## src/rtl/jtnc_ram.sv

```systemverilog
module jtnc_ram #(
  parameter int WIDTH = 2,
  parameter int DEPTH = 32,
  parameter int AW    = (DEPTH > 1) ? $clog2(DEPTH) : 1
) (
  input  logic             clk,
  input  logic             wr_en,
  input  logic [AW-1:0]    wr_addr,
  input  logic [WIDTH-1:0] wr_data,
  input  logic [AW-1:0]    rd_addr,
  output logic [WIDTH-1:0] rd_data
);

  logic [WIDTH-1:0] mem [DEPTH];

  // write port and registered read port
  always_ff @(posedge clk) begin
    if (wr_en) begin
      mem[wr_addr] <= wr_data;
    end
    rd_data <= mem[rd_addr];
  end

endmodule

```

## config.mk

```make
export PLATFORM = sky130hd
export DESIGN_NAME = jtnc_ram
export DESIGN_NICKNAME = d
export VERILOG_FILES = /design/src/rtl/jtnc_ram.sv
export SDC_FILE = /design/constraint.sdc
export NUM_CORES = 1
export LEC_CHECK = 0
export BUFFER_PORTS_ARGS = -buffer_cell sky130_fd_sc_hd__buf_4
export CAP_MARGIN = 30
export CORE_UTILIZATION = 57
export DETAILED_ROUTE_END_ITERATION = 10
export PLACE_DENSITY = 0.75
export SYNTH_ARGS = -nofsm -noshare
export SYNTH_HDL_FRONTEND = slang
export SYNTH_SLANG_ARGS = --single-unit
```

## constraint.sdc

```tcl
create_clock -name clk -period 1.3 [get_ports clk]
set_input_delay 0.13 -clock clk [delete_from_list [all_inputs] [get_ports clk]]
set_output_delay 0.13 -clock clk [all_outputs]
set_load 0.05 [all_outputs]
```

==> results of run 1 <==
-- stage by stage --
stage	TNS (ns)	hold WS [ns]	setup WS [ns]	util, %	power, mW
5_1_grt	-0.0922	0.0509	-0.0492	67.8	4.35
3_3_place_gp	-0.793	0.402	-0.0593	64.0	2.74
6_report	0	0.0648	0.0248	67.8	4.22
3_5_place_dp	-1.18	0.416	-0.0858	64.0	2.75
2_1_floorplan	0	0.229	0.140	-	2.60
4_1_cts	0	0.0487	0.0351	67.7	4.23
-- power groups by stage --
| stage | clock [mW] | combinational [mW] | sequential (mW) |
|---|---|---|---|
| 2_1_floorplan | 0 | 0.158 | 2.45 |
| 3_3_place_gp | 0 | 0.323 | 2.42 |
| 3_5_place_dp | 0 | 0.336 | 2.42 |
| 4_1_cts | 1.52 | 0.337 | 2.37 |
| 5_1_grt | 1.62 | 0.361 | 2.38 |
| 6_report | 1.51 | 0.339 | 2.37 |
-- worst min path at each step --
stage               startpoint  cells past startpoint  slack (ns)                  end
floorplan           wr_data[0]                      0        0.23  mem[0][0]$_DFFE_PP_
global placement    rd_addr[3]                      2        0.40   rd_data[0]$_DFF_P_
detailed placement  rd_addr[4]                      2        0.42   rd_data[1]$_DFF_P_
CTS                 rd_addr[4]                      2        0.05   rd_data[1]$_DFF_P_
global route        rd_addr[4]                      2        0.05   rd_data[0]$_DFF_P_
finish              rd_addr[3]                      2        0.06   rd_data[1]$_DFF_P_
-- layer usage --
layer	GRT usage (%)	share of wire [%]	vias to the layer above
met5	0	0	-
met3	7.59	7.2	11
li1	-	-	772
met4	14.6	2.3	0
met1	29.1	41	828
met2	37.1	50	65
-- worst reg2reg max path, stage by stage (launching register included) --
cell      delay [ns]
edfxtp_1        0.37
mux2i_1         0.21
a22oi_1         0.11
and4b_1         0.23
a31oi_1         0.14
o311ai_1        0.11
-- cell usage in the layout (no fill, tap or decap), drive strengths merged --
cell,netlist,routed
a21oi,2,2
a22oi,14,14
a31oi,2,2
and2,1,1
and4b,2,2
buf,5,28
clkbuf,3,14
clkinv,0,1
clkinvlp,0,1
dfxtp,2,2
edfxtp,64,64
mux2i,32,32
nand2,7,7
nand3,2,2
nand3b,5,5
nand4b,2,2
nor2,35,35
nor2b,2,2
o311ai,2,2
or3,1,1
or3b,2,2
-- cell type report --
class / count / area [um2] / share of cell area, %
multi-input combinational: 111 / 757 / 23.7
timing repair buffer: 28 / 223 / 6.96
clock buffer: 14 / 163 / 5.08
sequential: 66 / 1960 / 61.3
clock inverter: 2 / 12.5 / 0.391
tap: 67 / 83.8 / 2.62
-- flip-flops by register name, summed over array words and instances, names as in the netlist --
signal,flops
mem,64
rd_data,2
-- cell families (layout without fill, tap and decap cells) --
kind of cell,after synthesis,in the layout,share of synthesized area [%]
DFF,66,66,70.5
and+or+nand+nor,59,59,10.3
muxes,32,32,11.5
AOI/OAI and AO/OA,20,20,5.22
buffers and inverters,8,44,2.43
==> summary.md, run 1 <==
| Metric | Value |
|---|---|
| Status | `finished clean` |
| P&R area growth vs syn | `15.0%` |
| Tot GR Track Use | `23.8%` |
| Arr. time, crit path | `1.49 ns` |
| # fillers | `328` |
| Drt first pass iters | `4` |
| Switching Power | `approximately 930 uW` |
| Worst rel slew slack | `between 70% and 80%` |
| Kind of critical path | `flop to flop` |
| Reg2reg setup slack | `about 0.025 ns` |
| DIE WIDTH | `slightly above 70 um` |
| Skew final | `roughly 0.0043 ns` |
| Initial antenna violation count | `0` |
| Core ar. | `between 0.004 and 0.005 mm2` |
| Routed WL | `5410 um` |
| Top FF cell, synth | `edfxtp_1` |
| CTS H-Tree Depth | `3` |
| Post-placement cell area | `between 0.003 and 0.004 mm2` |
| First-pass GRT wire length | `around 8400 um` |
| DR vias | `1676` |
| Slew Viols, Final | `0` |
| Data required, critical path | `1.52 ns` |
| Layout cells sized above 1 | `between 10% and 20%` |
| Post-synth EDFFs | `64` |
| Postcts setup bufs | `0` |
| Post-Syn Instances | `185` |
| Critical-path top delay cell | `edfxtp_1` |
| Max-cap check violation count | `0` |
| Placed insts | `approximately 270` |
| GPL Wtd Cong | `0.833` |
| Crit share post-route | `98.1%` |
| Antenna violation net count after detailed routing | `0` |
| Worst path depth | `5` |
| Worst reg2reg path depth | `5` |
| Clock sink total | `66` |
| Worst slew pin tran | `approximately 0.36 ns` |
| HP Class | `primary input to flop` |
| Critical Path End Type | `flop` |
| # IOs | `16` |
| Overflow after GRT | `0` |
| Largest net degree at the start of global routing | `33` |
| Die Y | `around 70 um` |
| Synth top cells by count | `64 x edfxtp_1, 34 x nor2_1, 32 x mux2i_1` |
| Post-route cell area | `between 0.003 and 0.004 mm2` |
| Vias in the first global route | `around 1700` |
| HPWL Detailed | `3560 um` |
| RR Endpoint | `rd_data[0]$_DFF_P_` |
| Antenna Cells | `0` |
| CP bufs+invs | `0` |
| Yosys top cell by area | `edfxtp_1` |
| Synth warnings | `0` |
| CTS Buf Count | `9` |
| Final setup viols | `0` |
| Netlist cell types | `23` |
| Max Fanout on Critical Path | `1` |
| Worst R2R Start | `mem[12][0]$_DFFE_PP_` |
| Syn Std Cell Area | `about 0.0028 mm2` |
| # DRC | `0` |
| Initial Utilization | `about three fifths` |
| CP endpoint | `rd_data[0]$_DFF_P_` |
| RSZ-0062 raised after global routing | `yes` |
| Delay-heaviest family, CP | `flip-flops` |
| Critical-path cell list | `mux2i_1 -> a22oi_1 -> and4b_1 -> a31oi_1 -> o311ai_1` |
| Post-synth ARST share | `0%` |
| Maximum clock frequency | `around 780 MHz` |
| Peak supply drop | `~0.00087 V` |
| Crit path launch | `mem[12][0]$_DFFE_PP_` |
| Syn avg cell area | `around 15 um2` |
| Cts repair resizes | `0` |
| CTS Root Cell | `clkbuf_8` |
| Seq/Total Area, Yosys | `approximately 70%` |
| Pwr dens | `between 1000 and 1500 mW/mm2` |
| Mapped Nets | `199` |
| Seq pwr share | `a little under three fifths` |
| Die area | `roughly 0.0052 mm2` |
| Yosys reg bits | `66` |
| Wire per inst | `18.8 um` |
| Leakage | `1.13 nW` |
| Sw Share | `between 20% and 30%` |
| Clock period minus worst slack | `1.28 ns` |
| Clock Power Share | `between 30% and 40%` |
| Worst path max stage delay | `0.37 ns` |
| Comb power frac | `under 10%` |
| Clock Pin Slew Worst Setup and Hold Paths | `0.06 ns` |
| Internal | `about 3.3 mW` |
| Non-Filler Instances | `approximately 290` |
| Row count | `25` |
| Final nets | `230` |
| Via density per instance | `approximately 5.8` |
| Post-synth top area share | `between 60% and 70%` |
| Worst-Skew Late Latency | `roughly 0.34 ns` |
| Most frequent cell after synthesis | `edfxtp_1` |
| Final Hold Fails | `0` |
| PortBufs | `15` |
| Iter 0 DRT Violations | `around 100` |
| CTS tree | `yes` |
| CTS Hold Bufs | `0` |
| Synth area leaders | `edfxtp_1 69%, mux2i_1 12%, nor2_1 4.6%, a22oi_1 3.8%, dfxtp_1 1.4%` |
| Critical path launch point type | `flop` |
| Max clock buf depth | `2` |
Note: power is estimated with default switching activity, not from simulation.
==> run 2: changes to the inputs <==
CTS_BUF_LIST = sky130_fd_sc_hd__clkbuf_4 sky130_fd_sc_hd__clkbuf_8   (was unset)
==> summary.md, run 2 (synthesis results as in run 1) <==
| Metric | Value |
|---|---|
| Placed insts | `272 (unchanged)` |
| Hold Path End | `rd_data[1]$_DFF_P_ (unchanged)` |
| Initial antenna violation count | `0 (unchanged)` |
| Peak supply drop | `0.000872 V (was 0.000868 V)` |
| Clock period minus worst slack | `1.28 ns (about the same)` |
| Slew Viols, Final | `0 (unchanged)` |
| Pwr dens | `1330 mW/mm2 (was 1320 mW/mm2)` |
| CTS Root Cell | `clkbuf_8 (unchanged)` |
| Final setup viols | `0 (unchanged)` |
| CTS tree | `yes (unchanged)` |
| Die area | `0.00517 mm2 (unchanged)` |
| Registers with the most flip-flops | `mem (64), rd_data (2) (unchanged)` |
| Worst rel slew slack | `75.9% (was 76.0%)` |
| Overflow after GRT | `0 (unchanged)` |
| Worst R2R Start | `mem[12][0]$_DFFE_PP_ (unchanged)` |
| RR Endpoint | `rd_data[0]$_DFF_P_ (unchanged)` |
| Vias in the first global route | `1734 (was 1735)` |
| Commonest non-fill, non-tap cells in the layout | `64 x edfxtp_1, 34 x nor2_1, 31 x mux2i_1 (unchanged)` |
| Critical-path cell list | `mux2i_1 -> a22oi_1 -> and4b_1 -> a31oi_1 -> o311ai_1 (unchanged)` |
| DIE WIDTH | `71.9 um (unchanged)` |
| Clock Pin Slew Worst Setup and Hold Paths | `0.07 ns (was 0.06 ns)` |
| Skew final | `0.00686 ns (was 0.00426 ns)` |
| Drt first pass iters | `4 (unchanged)` |
| Worst reg2reg path depth | `5 (unchanged)` |
| Seq pwr share | `55.4% (was 56.2%)` |
| Arr. time, crit path | `1.50 ns (was 1.49 ns)` |
| Core ar. | `0.00472 mm2 (unchanged)` |
| Max-cap check violation count | `0 (unchanged)` |
| Die Y | `71.9 um (unchanged)` |
| Worst slew pin tran | `0.361 ns (was 0.360 ns)` |
| Most flops, register | `mem (unchanged)` |
| Sw Share | `21.6% (was 22.0%)` |
| Row count | `25 (unchanged)` |
| Clock Power Share | `36.7% (was 35.8%)` |
| # DRC | `0 (unchanged)` |
| Minimum hold slack | `0.0612 ns (was 0.0648 ns)` |
| Clock sink total | `66 (unchanged)` |
| Final nets | `230 (unchanged)` |
| Tot GR Track Use | `23.8% (about the same)` |
| CTS Hold Bufs | `0 (unchanged)` |
| Critical-path top delay cell | `edfxtp_1 (unchanged)` |
| Layout cells sized above 1 | `20.8% (was 19.5%)` |
| Initial Utilization | `58.9% (unchanged)` |
| Final Hold Fails | `0 (unchanged)` |
| Worst-Skew Late Latency | `0.34 ns (about the same)` |
| Iter 0 DRT Violations | `105 (was 104)` |
| HP Class | `primary input to flop (unchanged)` |
| CTS H-Tree Depth | `3 (unchanged)` |
| Via density per instance | `5.76 (was 5.82)` |
| Status | `finished clean (unchanged)` |
| Hold path startpoint | `rd_addr[4] (was rd_addr[3])` |
| Max FFs per register | `64 (unchanged)` |
| HPWL Detailed | `3560 um (unchanged)` |
| Critical path launch point type | `flop (unchanged)` |
| Largest net degree at the start of global routing | `33 (unchanged)` |
| Commonest non-fill, non-tap cell in the layout | `edfxtp_1 (unchanged)` |
| Wire per inst | `18.6 um (was 18.8 um)` |
| # IOs | `16 (unchanged)` |
| Data required, critical path | `1.52 ns (about the same)` |
| Non-Filler Instances | `288 (unchanged)` |
| GPL Wtd Cong | `0.833 (unchanged)` |
| Comb power frac | `7.9% (was 8.0%)` |
| RSZ-0062 raised after global routing | `yes (unchanged)` |
| Internal | `3.36 mW (was 3.29 mW)` |
| Postcts setup bufs | `0 (unchanged)` |
| CTS Buf Count | `9 (unchanged)` |
| Antenna violation net count after detailed routing | `0 (unchanged)` |
| PortBufs | `15 (unchanged)` |
| Max clock buf depth | `2 (unchanged)` |
| Kind of critical path | `flop to flop (unchanged)` |
| Switching Power | `925 uW (was 931 uW)` |
| WHS Path Cells | `2 (unchanged)` |
| Worst path max stage delay | `0.37 ns (about the same)` |
| Reg2reg setup slack | `0.02 ns (about the same)` |
| Routed WL | `5370 um (was 5410 um)` |
| # fillers | `326 (was 328)` |
| Leakage | `1.14 nW (was 1.13 nW)` |
| Antenna Cells | `0 (unchanged)` |
| Crit share post-route | `98.6% (was 98.1%)` |
| Critical Path End Type | `flop (unchanged)` |
| Maximum clock frequency | `780 MHz (was 784 MHz)` |
| DR vias | `1659 (was 1676)` |
| P&R area growth vs syn | `15.4% (was 15.0%)` |
| Max Fanout on Critical Path | `1 (unchanged)` |
| First-pass GRT wire length | `8450 um (was 8440 um)` |
==> run 2: cell counts in the layout (fill, tap and decap cells not counted) <==
Identical to the previous run, type by type.
==> run 2: worst max path at each step <==
stage	slack (ns)	startpoint	to
after global placement	-0.06	wr_addr[1]	mem[0][0]$_DFFE_PP_
after CTS	0.03	mem[13][0]$_DFFE_PP_	rd_data[0]$_DFF_P_
after detailed placement	-0.09	wr_addr[1]	mem[28][0]$_DFFE_PP_
final	0.02	mem[12][0]$_DFFE_PP_	rd_data[0]$_DFF_P_
after global routing	-0.05	mem[13][1]$_DFFE_PP_	rd_data[1]$_DFF_P_
after floorplan	0.14	rd_addr[0]	rd_data[0]$_DFF_P_
==> run 2: final cells by class <==
| cell class | count | area, um2 | area share, % |
|---|---|---|---|
| flip-flops and latches | 66 | 1960 | 61.1 |
| clock buffers | 14 | 174 | 5.41 |
| multi-input cells | 111 | 757 | 23.6 |
| clock inverters | 2 | 12.5 | 0.390 |
| well taps | 67 | 83.8 | 2.61 |
| repair buffers | 28 | 223 | 6.93 |
==> run 2: what timing repair did <==
action	4_1_cts	5_1_grt
endpoints found under the hold margin	0	0
resized for setup	0	1
endpoints found under the setup margin	0	2
==> run 2: worst max-delay path, delay by kind of cell (launching register included) <==
kind             cells  cell delay [ns]
AO/OA/AOI/OAI        3             0.37
multiplexers         1             0.21
flip-flops           1             0.37
AND/OR/NAND/NOR      1             0.23
==> run 2: per-layer routing <==
layer | vias to the layer above | wire [um] | global-route usage (%)
li1 | 773 | - | -
met1 | 809 | 2100 | 29.2
met2 | 68 | 2710 | 37.1
met3 | 9 | 461 | 7.59
met4 | 0 | 97 | 14.6
met5 | - | 0 | 0
==> run 2: power groups by stage <==
stage,registers (mW),logic (mW),clock network [mW]
final,2.37,0.339,1.57
after global placement,2.42,0.323,0
after detailed placement,2.42,0.336,0
after CTS,2.37,0.337,1.59
after global routing,2.38,0.361,1.68
after floorplan,2.45,0.158,0
==> run 2: through the flow <==
step	instance area [um2]	TNS (ns)	util (%)	setup WS, ns	power, mW
2_1_floorplan	2780	0	-	0.140	2.60
3_3_place_gp	3020	-0.793	64.0	-0.0593	2.74
3_5_place_dp	3020	-1.18	64.0	-0.0858	2.75
4_1_cts	3210	0	67.9	0.0343	4.30
5_1_grt	3210	-0.0920	68.0	-0.0491	4.42
6_report	3210	0	68.0	0.0187	4.28
==> run 3: changes to the inputs <==
CELL_PAD_IN_SITES_DETAIL_PLACEMENT = 0   (was unset)
CELL_PAD_IN_SITES_GLOBAL_PLACEMENT = 2   (was unset)
CORE_UTILIZATION = 46   (was 57)
PLACE_DENSITY = unset   (was 0.75)
PLACE_DENSITY_LB_ADDON = 0.1   (was unset)
==> summary.md, run 3 (synthesis results as in run 1) <==
| Metric | Value |
|---|---|
| Max Fanout on Critical Path | `1 (unchanged)` |
| # DRC | `0 (unchanged)` |
| Max clock buf depth | `2 (unchanged)` |
| CTS H-Tree Depth | `3 (unchanged)` |
| Clock sink total | `66 (unchanged)` |
| Final nets | `227 (was 230)` |
| GR Layer Usage met1 | `24.3% (was 29.2%)` |
| CP bufs+invs | `0 (unchanged)` |
| Worst R2R Start | `mem[11][0]$_DFFE_PP_ (was mem[12][0]$_DFFE_PP_)` |
| Critical path launch point type | `flop (unchanged)` |
| Wire per inst | `18.3 um (was 18.6 um)` |
| RR Endpoint | `rd_data[0]$_DFF_P_ (unchanged)` |
| Skew final | `0.00269 ns (was 0.00686 ns)` |
| Layout cells sized above 1 | `18.9% (was 20.8%)` |
| WHS Path Cells | `2 (unchanged)` |
| Antenna Cells | `0 (unchanged)` |
| Data required, critical path | `1.51 ns (was 1.52 ns)` |
| Status | `finished clean (unchanged)` |
| Met2 usage | `31.3% (was 37.1%)` |
| Minimum hold slack | `0.0608 ns (was 0.0612 ns)` |
| Registers with the most flip-flops | `mem (64), rd_data (2) (unchanged)` |
| Pwr dens | `1400 mW/mm2 (was 1330 mW/mm2)` |
| CTS tree | `yes (unchanged)` |
| Row count | `27 (was 25)` |
| Die area | `0.00636 mm2 (was 0.00517 mm2)` |
| Max-cap check violation count | `0 (unchanged)` |
| Largest net degree at the start of global routing | `33 (unchanged)` |
| GPL Wtd Cong | `0.744 (was 0.833)` |
| CTS Root Cell | `clkbuf_8 (unchanged)` |
| HPWL Detailed | `3480 um (was 3560 um)` |
| Clock Pin Slew Worst Setup and Hold Paths | `0.07 ns (about the same)` |
| PortBufs | `15 (unchanged)` |
| GR Util met3 | `2.74% (was 7.59%)` |
| Hold path startpoint | `rd_addr[3] (was rd_addr[4])` |
| Critical-path cell list | `mux2i_1 -> a22oi_1 -> and4b_1 -> a31oi_1 -> o311ai_1 (unchanged)` |
| Commonest non-fill, non-tap cells in the layout | `64 x edfxtp_1, 34 x nor2_1, 32 x mux2i_1 (was 64 x edfxtp_1, 34 x nor2_1, 31 x mux2i_1)` |
| Iter 0 DRT Violations | `89 (was 105)` |
| DR vias | `1588 (was 1659)` |
| Initial Utilization | `49.0% (was 58.9%)` |
| Via density per instance | `5.49 (was 5.76)` |
| Peak supply drop | `0.000866 V (was 0.000872 V)` |
| Tot GR Track Use | `19.0% (was 23.8%)` |
| RSZ-0062 raised after global routing | `yes (unchanged)` |
| CTS Hold Bufs | `0 (unchanged)` |
| Slew Viols, Final | `0 (unchanged)` |
| Clock period minus worst slack | `1.26 ns (was 1.28 ns)` |
| Vias in the first global route | `1666 (was 1734)` |
| Kind of critical path | `flop to flop (unchanged)` |
| Arr. time, crit path | `1.47 ns (was 1.50 ns)` |
| Critical-path top delay cell | `edfxtp_1 (unchanged)` |
| Maximum clock frequency | `795 MHz (was 780 MHz)` |
| Initial antenna violation count | `0 (unchanged)` |
| Placed insts | `274 (was 272)` |
| Delay-heaviest family, CP | `compound AO/OA/AOI/OAI gates (was flip-flops)` |
| First-pass GRT wire length | `8370 um (was 8450 um)` |
| Reg2reg setup slack | `0.04 ns (was 0.02 ns)` |
| Non-Filler Instances | `289 (was 288)` |
| P&R area growth vs syn | `16.1% (was 15.4%)` |
| Crit share post-route | `96.8% (was 98.6%)` |
| Final Hold Fails | `0 (unchanged)` |
| Worst reg2reg path depth | `5 (unchanged)` |
| Core ar. | `0.00568 mm2 (was 0.00472 mm2)` |
| Cts repair resizes | `0 (unchanged)` |
| Max FFs per register | `64 (unchanged)` |
| Final setup viols | `0 (unchanged)` |
| Antenna violation net count after detailed routing | `0 (unchanged)` |
| Routed WL | `5280 um (was 5370 um)` |
| Critical Path End Type | `flop (unchanged)` |
| Worst-Skew Late Latency | `0.33 ns (was 0.34 ns)` |
| DIE WIDTH | `79.8 um (was 71.9 um)` |
| Commonest non-fill, non-tap cell in the layout | `edfxtp_1 (unchanged)` |
| Die Y | `79.8 um (was 71.9 um)` |
| Leakage | `1.14 nW (about the same)` |
| Most Used Layer, Global Route | `met2 (unchanged)` |
| Drt first pass iters | `4 (unchanged)` |
| Worst rel slew slack | `73.2% (was 75.9%)` |
| Postcts setup bufs | `0 (unchanged)` |
| CTS Buf Count | `9 (unchanged)` |
| Most flops, register | `mem (unchanged)` |
| Worst path max stage delay | `0.37 ns (about the same)` |
| Overflow after GRT | `0 (unchanged)` |
| # IOs | `16 (unchanged)` |
| Worst slew pin tran | `0.402 ns (was 0.361 ns)` |
| Hold Path End | `rd_data[1]$_DFF_P_ (unchanged)` |
| HP Class | `primary input to flop (unchanged)` |
## run 3: changes by cell type in the layout (fill, tap and decap cells not counted), sizes merged
cell | previous run | this run
buf | 28 | 25
clkbuf | 14 | 10
clkinvlp | 1 | 2
bufinv | 0 | 2
## run 3: worst max path at each step
stage / start / to / depth (start not counted)
finish: mem[11][0]$_DFFE_PP_ / rd_data[0]$_DFF_P_ / 5
floorplan: rd_addr[0] / rd_data[0]$_DFF_P_ / 7
global placement: wr_addr[1] / mem[28][1]$_DFFE_PP_ / 3
detailed placement: wr_addr[1] / mem[20][1]$_DFFE_PP_ / 3
global route: mem[10][0]$_DFFE_PP_ / rd_data[0]$_DFF_P_ / 5
CTS: mem[11][0]$_DFFE_PP_ / rd_data[0]$_DFF_P_ / 5
## run 3: where the power goes
group	switching (mW)	leakage [nW]	internal [mW]
combinational	0.202	0.442	0.133
clock	0.727	0.102	1.09
sequential	0.0101	0.593	2.36
total	0.938	1.14	3.58
## run 3: per-layer routing
metal / routed length, um / vias up
met3: 172 / 9
li1: - / 760
met2: 2600 / 35
met5: 0 / -
met4: 110 / 0
met1: 2400 / 784
## run 3: layout make-up
| type | count | area, um2 |
|---|---|---|
| Clock buffer | 10 | 131 |
| Multi-Input combinational cell | 111 | 753 |
| Timing Repair Buffer | 25 | 213 |
| Sequential cell | 66 | 1960 |
| Fill cell | 486 | 2450 |
| Clock inverter | 5 | 80.1 |
| Tap cell | 72 | 90.1 |
## run 3: through the flow
stage	TNS (ns)	area (um2)	total power [mW]	util (%)	setup slack (ns)
after floorplan	0	2780	2.60	-	0.140
after global placement	-0.645	3020	2.75	53.2	-0.0488
after detailed placement	-1.02	3020	2.76	53.2	-0.0731
after CTS	0	3230	4.57	56.9	0.0301
after global routing	-0.0294	3230	4.66	56.9	-0.0225
final	0	3230	4.52	56.9	0.0417
## run 3: worst register-to-register path, stage by stage (launching register included)
cell and delay, ns:
edfxtp_1 0.37, mux2i_1 0.21, a22oi_1 0.09, and4b_1 0.18, a31oi_1 0.17, o311ai_1 0.12
